$ cat src/hdl/est_pkg.sv
// Shared types and constants for the EDI segment tokenizer.
package est_pkg;

  localparam int unsigned MaxSegments   = 65536;
  localparam int unsigned MaxElements   = 256;
  localparam int unsigned MaxComponents = 64;

  localparam int unsigned SegW  = 16;
  localparam int unsigned ElemW = 8;
  localparam int unsigned CompW = 6;

  // Counters stop at the smaller of (limit - 1) and the field maximum.
  localparam logic [SegW-1:0]  SegCap  = SegW'((MaxSegments - 1) < ((1 << SegW) - 1) ?
                                               (MaxSegments - 1) : ((1 << SegW) - 1));
  localparam logic [ElemW-1:0] ElemCap = ElemW'((MaxElements - 1) < ((1 << ElemW) - 1) ?
                                                (MaxElements - 1) : ((1 << ElemW) - 1));
  localparam logic [CompW-1:0] CompCap = CompW'((MaxComponents - 1) < ((1 << CompW) - 1) ?
                                                (MaxComponents - 1) : ((1 << CompW) - 1));

  localparam logic [7:0] CharCr = 8'h0D;
  localparam logic [7:0] CharLf = 8'h0A;

  localparam logic [7:0] SegmentSepReset   = 8'h27;
  localparam logic [7:0] ElementSepReset   = 8'h2B;
  localparam logic [7:0] ComponentSepReset = 8'h3A;
  localparam logic [7:0] TagSepReset       = 8'h2B;
  localparam logic [7:0] EscapeCharReset   = 8'h3F;

  typedef enum logic [2:0] {
    REG_SEGMENT_SEP   = 3'd0,
    REG_ELEMENT_SEP   = 3'd1,
    REG_COMPONENT_SEP = 3'd2,
    REG_TAG_SEP       = 3'd3,
    REG_ESCAPE_CHAR   = 3'd4
  } reg_index_t;

  typedef enum logic [2:0] {
    KIND_DATA          = 3'd0,
    KIND_COMPONENT_END = 3'd1,
    KIND_ELEMENT_END   = 3'd2,
    KIND_SEGMENT_END   = 3'd3,
    KIND_MESSAGE_END   = 3'd4
  } kind_t;

  typedef enum logic [1:0] {
    STATUS_OK           = 2'd0,
    STATUS_EMPTY        = 2'd1,
    STATUS_UNTERMINATED = 2'd2
  } status_t;

  typedef struct packed {
    logic [7:0] segment_sep;
    logic [7:0] element_sep;
    logic [7:0] component_sep;
    logic [7:0] tag_sep;
    logic [7:0] escape_char;
  } cfg_t;

  typedef struct packed {
    logic             escape_pending;
    logic             in_segment;
    logic             seen_any_byte;
    logic [SegW-1:0]  segment_count;
    logic [ElemW-1:0] element_count;
    logic [CompW-1:0] component_count;
  } state_t;

  typedef struct packed {
    kind_t            kind;
    logic [7:0]       data_byte;
    logic [SegW-1:0]  segment_index;
    logic [ElemW-1:0] element_index;
    logic [CompW-1:0] component_index;
    status_t          status;
  } token_t;

endpackage

$ cat src/hdl/est_step.sv
// Per-byte classification and next-state logic of the tokenizer.
module est_step (
  input  est_pkg::cfg_t   cfg,
  input  est_pkg::state_t cur,
  input  logic [7:0]      in_byte,
  input  logic            end_mark,
  output est_pkg::state_t nxt,
  output logic            emit,
  output est_pkg::token_t tok
);

  logic                      skip;
  logic [est_pkg::ElemW-1:0] elem;
  logic [est_pkg::CompW-1:0] comp;
  logic [7:0]                elem_sep;

  always_comb begin
    nxt      = cur;
    emit     = 1'b0;
    skip     = 1'b0;
    elem     = cur.element_count;
    comp     = cur.component_count;
    elem_sep = cfg.element_sep;

    tok.kind            = est_pkg::KIND_DATA;
    tok.data_byte       = 8'd0;
    tok.segment_index   = cur.segment_count;
    tok.element_index   = cur.element_count;
    tok.component_index = cur.component_count;
    tok.status          = est_pkg::STATUS_OK;

    if (end_mark) begin
      emit = 1'b1;
      tok.kind = est_pkg::KIND_MESSAGE_END;
      if (cur.in_segment) begin
        tok.status = est_pkg::STATUS_UNTERMINATED;
      end else if (!cur.seen_any_byte) begin
        tok.status = est_pkg::STATUS_EMPTY;
      end
      nxt = '0;
    end else begin
      nxt.seen_any_byte = 1'b1;
      // Drop line breaks between segments; any other byte opens a segment.
      if (!cur.in_segment) begin
        if (in_byte == est_pkg::CharCr || in_byte == est_pkg::CharLf) begin
          skip = 1'b1;
        end else begin
          nxt.in_segment = 1'b1;
          elem = '0;
          comp = '0;
        end
      end
      nxt.element_count   = elem;
      nxt.component_count = comp;
      tok.element_index   = elem;
      tok.component_index = comp;
      if (elem == '0) begin
        elem_sep = cfg.tag_sep;
      end

      if (!skip) begin
        if (cur.escape_pending) begin
          nxt.escape_pending = 1'b0;
          emit = 1'b1;
          tok.data_byte = in_byte;
        end else if (cfg.escape_char != 8'd0 && in_byte == cfg.escape_char) begin
          nxt.escape_pending = 1'b1;
        end else if (in_byte == cfg.segment_sep) begin
          emit = 1'b1;
          tok.kind = est_pkg::KIND_SEGMENT_END;
          nxt.in_segment = 1'b0;
          nxt.segment_count = (cur.segment_count == est_pkg::SegCap) ?
                              cur.segment_count : cur.segment_count + 1'b1;
          nxt.element_count   = '0;
          nxt.component_count = '0;
        end else if (in_byte == elem_sep) begin
          emit = 1'b1;
          tok.kind = est_pkg::KIND_ELEMENT_END;
          nxt.element_count = (elem == est_pkg::ElemCap) ? elem : elem + 1'b1;
          nxt.component_count = '0;
        end else if (in_byte == cfg.component_sep) begin
          emit = 1'b1;
          tok.kind = est_pkg::KIND_COMPONENT_END;
          nxt.component_count = (comp == est_pkg::CompCap) ? comp : comp + 1'b1;
        end else begin
          emit = 1'b1;
          tok.data_byte = in_byte;
        end
      end
    end
  end

endmodule

$ cat src/hdl/edi_segment_tokenizer_top.sv
// EDI segment tokenizer: the top level with registers and output buffering.
// One message byte (or an end mark) is taken per beat and produces at most one
// registered token; a new beat can be taken every cycle while in_ready is high,
// since the whole per-byte decision is a handful of compares and saturating updates.
// A two-entry output buffer (result register plus skid register) lets the input
// keep moving while a token waits; in_ready drops only while both entries hold.
// The user writes separator registers via cfg_write/cfg_index/cfg_data only
// while the block is idle (not enforced); CR and LF between segments are dropped.
module edi_segment_tokenizer_top (
  input  logic       clk,
  input  logic       rst,
  input  logic       in_valid,
  output logic       in_ready,
  input  logic [7:0] in_byte,
  input  logic       end_mark,
  output logic       out_valid,
  input  logic       out_ready,
  output logic [2:0] kind,
  output logic [7:0] data_byte,
  output logic [15:0] segment_index,
  output logic [7:0] element_index,
  output logic [5:0] component_index,
  output logic [1:0] status,
  input  logic       cfg_write,
  input  logic [2:0] cfg_index,
  input  logic [7:0] cfg_data
);

  est_pkg::cfg_t   cfg;
  est_pkg::state_t state;
  est_pkg::state_t state_next;
  est_pkg::token_t tok_new;
  est_pkg::token_t out_tok;
  est_pkg::token_t skid_tok;
  logic            emit;
  logic            skid_valid;
  logic            accept;
  logic            push;

  est_step u_step (
    .cfg      (cfg),
    .cur      (state),
    .in_byte  (in_byte),
    .end_mark (end_mark),
    .nxt      (state_next),
    .emit     (emit),
    .tok      (tok_new)
  );

  assign in_ready = !skid_valid;
  assign accept   = in_valid && in_ready;
  assign push     = accept && emit;

  always_ff @(posedge clk) begin
    if (rst) begin
      cfg.segment_sep   <= est_pkg::SegmentSepReset;
      cfg.element_sep   <= est_pkg::ElementSepReset;
      cfg.component_sep <= est_pkg::ComponentSepReset;
      cfg.tag_sep       <= est_pkg::TagSepReset;
      cfg.escape_char   <= est_pkg::EscapeCharReset;
    end else if (cfg_write) begin
      unique case (est_pkg::reg_index_t'(cfg_index))
        est_pkg::REG_SEGMENT_SEP:   cfg.segment_sep   <= cfg_data;
        est_pkg::REG_ELEMENT_SEP:   cfg.element_sep   <= cfg_data;
        est_pkg::REG_COMPONENT_SEP: cfg.component_sep <= cfg_data;
        est_pkg::REG_TAG_SEP:       cfg.tag_sep       <= cfg_data;
        est_pkg::REG_ESCAPE_CHAR:   cfg.escape_char   <= cfg_data;
        default: ;
      endcase
    end
  end

  always_ff @(posedge clk) begin
    if (rst) begin
      state <= '0;
    end else if (accept) begin
      state <= state_next;
    end
  end

  // Result register first, skid register only while the result is stalled.
  always_ff @(posedge clk) begin
    if (rst) begin
      out_valid  <= 1'b0;
      skid_valid <= 1'b0;
    end else if (out_valid && out_ready) begin
      if (skid_valid) begin
        out_tok    <= skid_tok;
        skid_valid <= 1'b0;
      end else if (push) begin
        out_tok <= tok_new;
      end else begin
        out_valid <= 1'b0;
      end
    end else if (!out_valid) begin
      if (push) begin
        out_tok   <= tok_new;
        out_valid <= 1'b1;
      end
    end else if (push) begin
      skid_tok   <= tok_new;
      skid_valid <= 1'b1;
    end
  end

  assign kind            = out_tok.kind;
  assign data_byte       = out_tok.data_byte;
  assign segment_index   = out_tok.segment_index;
  assign element_index   = out_tok.element_index;
  assign component_index = out_tok.component_index;
  assign status          = out_tok.status;

endmodule

$ cat config.mk
export PLATFORM = sky130hd
export DESIGN_NAME = edi_segment_tokenizer_top
export DESIGN_NICKNAME = d
export VERILOG_FILES = /design/src/hdl/est_pkg.sv /design/src/hdl/est_step.sv /design/src/hdl/edi_segment_tokenizer_top.sv
export SDC_FILE = /design/constraint.sdc
export NUM_CORES = 1
export LEC_CHECK = 0
export BUFFER_PORTS_ARGS = -buffer_cell sky130_fd_sc_hd__buf_2
export CELL_PAD_IN_SITES_DETAIL_PLACEMENT = 0
export CELL_PAD_IN_SITES_GLOBAL_PLACEMENT = 1
export CORE_MARGIN = 3
export CORE_UTILIZATION = 45
export CTS_CLUSTER_SIZE = 20
export DETAILED_ROUTE_END_ITERATION = 12
export GPL_TIMING_DRIVEN = 0
export PLACE_DENSITY = 0.82
export SYNTH_ARGS = -nofsm -noshare
export SYNTH_HDL_FRONTEND = slang
export SYNTH_SLANG_ARGS = --single-unit
$ cat constraint.sdc
create_clock -name clk -period 13.95 [get_ports clk]
set_input_delay 2.79 -clock clk [delete_from_list [all_inputs] [get_ports clk]]
set_output_delay 2.79 -clock clk [all_outputs]
set_load 0.02 [all_outputs]
==> metrics.md <==
| Metric | Value |
|---|---|
| RSZ-0062 raised after global routing | `no` |
| Critical Path RT | `14.32 ns` |
| Hold Path Cell Cnt | `2` |
| CP Depth | `18` |
| Endpoints failing hold | `0` |
| Async set or reset register ratio after synthesis | `0%` |
| Post-synth top area share | `33.86%` |
| TNS Setup | `0 ns` |
| Postcts setup bufs | `0` |
| Post-synth EDFFs | `86` |
| Critical-path top delay cell | `nor3_1` |
| Synthesized area per cell | `9.462 um^2` |
| FMAX | `150.4 MHz` |
| Ports | `70` |
| Maximum vdd drop | `89.42 uV` |
| Row count | `46` |
| CP delay by family, top | `simple AND/OR/NAND/NOR gates` |
| Routed Antenna Nets | `0` |
| CTS Hold Buffers Added | `0` |
| CP max FO | `10` |
| DRC viols | `0` |
| Final instance area | `8914 um^2` |
| MaxCap Viol Count | `0` |
| Synth area leaders | `edfxtp_1 (34%), dfxtp_1 (20%), nand2_1 (7.6%)` |
| Chip height | `136.2 um` |
| Worst-margin pin slew | `0.8975 ns` |
| CP most frequent cell | `clkbuf_1` |
| Num CTS Buffers | `17` |
| Synthesized area | `7626 um^2` |
| Sequential area share after synthesis | `53.55%` |
| Status | `finished clean` |
| Syn Nets | `835` |
| Root Buffer | `clkbuf_16` |
| Largest stage delay, worst path | `0.61 ns` |
| Worst Reg-to-Reg Cells | `15` |
| Crit path launch type | `input pin` |
| Yosys warnings | `0` |
| Nets | `920` |
| Ys flop type | `edfxtp_1` |
| Worst path cell trace | `buf_2 -> and3b_1 -> o2111a_2 -> or2_2 -> clkbuf_1 -> clkbuf_1 -> nand2_1 -> ha_1 -> nor4b_1 -> nand2_1 -> o21ai_4 -> mux2i_1 -> xor2_1 -> nand4_1 -> clkbuf_1 -> nor3_1 -> a41o_1 -> a31o_2` |
| CTS tree | `yes` |
| Final Skew | `0.01028 ns` |
| Critical path endpoint category | `register` |
| Final worst-path cycle share | `47.68%` |
| Global Route Usage Sum | `21.38%` |
| Register bit total from synthesis | `161` |
| Most frequent cells in the layout | `nand2_1 (155), nor2_1 (86), edfxtp_1 (86)` |
| Crit path from | `in_byte[2]` |
| HPWL Detailed | `13790 um` |
| Clock Sinks | `161` |
| Headroom to the max-slew limit | `39.95%` |
| GRT overflow | `0` |
| Pwr dens | `129.7 nW/um^2` |
| Port-buffer cells | `61` |
| Wire per inst | `17.17 um` |
| Register clock-pin slew on the reported worst setup and hold paths | `0.06 ns` |
| Leading cell type in the layout, fill and taps excluded | `nand2_1` |
| Via count | `6141` |
| Largest net degree at the start of global routing | `25` |
| R2R Setup Slk | `10.06 ns` |
| Final wirelength | `19230 um` |
| Initial DRC Count | `428` |
| Layout Cells excl Fill | `1120` |
| Min Tclk post-route | `6.651 ns` |
| Placed Cells | `1088` |
| Vias in the first global route | `5758` |
| # diodes | `0` |
| Hold WC Path Type | `register to register` |
| PostCTS Resize Cnt | `0` |
| Clock tree buffer depth | `2` |
| Post-synthesis cell count | `806` |
| Initial Utilization | `46.99%` |
| Die area | `18550 um^2` |
| Die Width | `136.2 um` |
| Initial DRT Pass Iterations | `4` |
| Final setup vio count | `0` |
| Skew-Pair Late Insertion Delay | `0.43 ns` |
| Final Max Slew Viols | `0` |
| Vias/cell | `5.483` |
| Distinct cells, synth | `57` |
| RR Endpoint | `state[10]` |
| Largest area contributor in the netlist | `edfxtp_1` |
| H-tree levels | `4` |
| CP bufs+invs | `4` |
| Hold EP | `cfg[12]` |
| Worst r2r src | `state[31]` |
| Share of layout cells above drive strength 1 | `12.61%` |
| CP arrival | `7.02 ns` |
| Antenna violations before repair | `0` |
| First-pass GRT wire length | `30930 um` |
| CORE AREA | `16230 um^2` |
| Leak | `0.003387 uW` |
| Placement Cell Area | `8273 um^2` |
| CP Class | `input pin to register` |
| Hold path start | `cfg[12]` |
| Layout area overhead | `16.88%` |
| GPL Wtd Cong | `0.8901` |
==> synth_stat cells, types with 2 or more instances <==
master,count
and3_1,13
and3b_1,2
o41ai_1,3
dfxtp_1,75
a22oi_1,2
o31ai_1,2
buf_2,7
a31o_2,3
buf_4,2
inv_1,14
a2111oi_0,3
or3_1,7
nor3_1,13
o21ai_0,12
nor4_1,6
or4_1,2
a31oi_1,28
xor2_1,24
and2_1,10
edfxtp_1,86
ha_1,4
nor4b_1,2
nand4_1,19
nand3b_1,2
a41oi_1,2
a22o_1,4
o211ai_1,3
nor2_1,86
buf_1,3
nand2_1,155
a41o_1,2
clkbuf_1,34
a21oi_1,50
nor2b_1,20
nor3b_1,4
xnor2_1,17
nand3_1,32
nand2b_1,6
o221ai_1,2
mux2i_1,27
a21boi_0,2
==> layer usage <==
layer	vias up	share of wire [%]	track usage (%)
met1	2972	48	29.42
met2	115	48	35.11
met4	0	0.89	4.759
met3	14	3.8	4.219
met5	-	0	0
li1	3040	-	-
==> worst max path at each step <==
stage	end	slack (ns)
detailed placement	state[10]	6.89
global route	state[10]	6.91
floorplan	skid_tok[0]	6.09
CTS	state[10]	7.32
finish	state[10]	7.30
global placement	skid_tok[15]	3.80
==> flip-flops by register name, summed over array words and instances, names as in the netlist <==
signal	count
cfg	40
component_index	6
data_byte	8
element_index	8
kind	3
out_valid	1
segment_index	16
skid_tok	43
skid_valid	1
state	33
status	2
==> layout make-up <==
class                      count  area (um^2)
buffer                        46        188.9
sequential                   161         4084
multi-input combinational    585         3307
inverter                      14        52.55
tap                          216        270.3
clock buffer                  19        432.9
clock inverter                13        207.7
fill                        1531         7317
timing repair buffer          66        370.4
==> cell families (layout without fill, tap and decap cells) <==
kind of cell             after synthesis  in the layout  share of synthesized area [%]
AO/OA/AOI/OAI                        130            130                          11.21
flip-flops                           161            161                          53.55
buffers and inverters                 60            158                          3.166
adder cells (fa/ha/maj)                4              4                         0.6563
multiplexers                          28             28                          3.692
AND/OR/NAND/NOR                      382            382                          23.02
XOR/XNOR                              41             41                          4.709
==> worst min-delay path, stage by stage (launching register included) <==
cell and delay, ns:
dfxtp_1 0.31, nand2_1 0.05, a21oi_1 0.05
==> report_power, final <==
part           internal, uW  leakage (uW)  total (uW)  switching (uW)
registers               521       0.00141         532            10.7
clock network           319      0.000309         512             193
logic                  36.8       0.00167         113            75.9
==> per-stage QoR <==
| stage | hold slack (ns) | setup slack (ns) | utilization (%) | power (uW) |
|---|---|---|---|---|
| global route | 0.4901 | 6.914 | 54.92 | 1194 |
| finish | 0.4575 | 7.299 | 54.92 | 1157 |
| detailed placement | 0.4497 | 6.888 | 50.97 | 655.8 |
| global placement | 0.4468 | 3.798 | 50.53 | 652.8 |
| floorplan | 0.4363 | 6.090 | - | 614.2 |
| CTS | 0.4585 | 7.318 | 54.92 | 1163 |
Power figures use the tool's default switching activity.
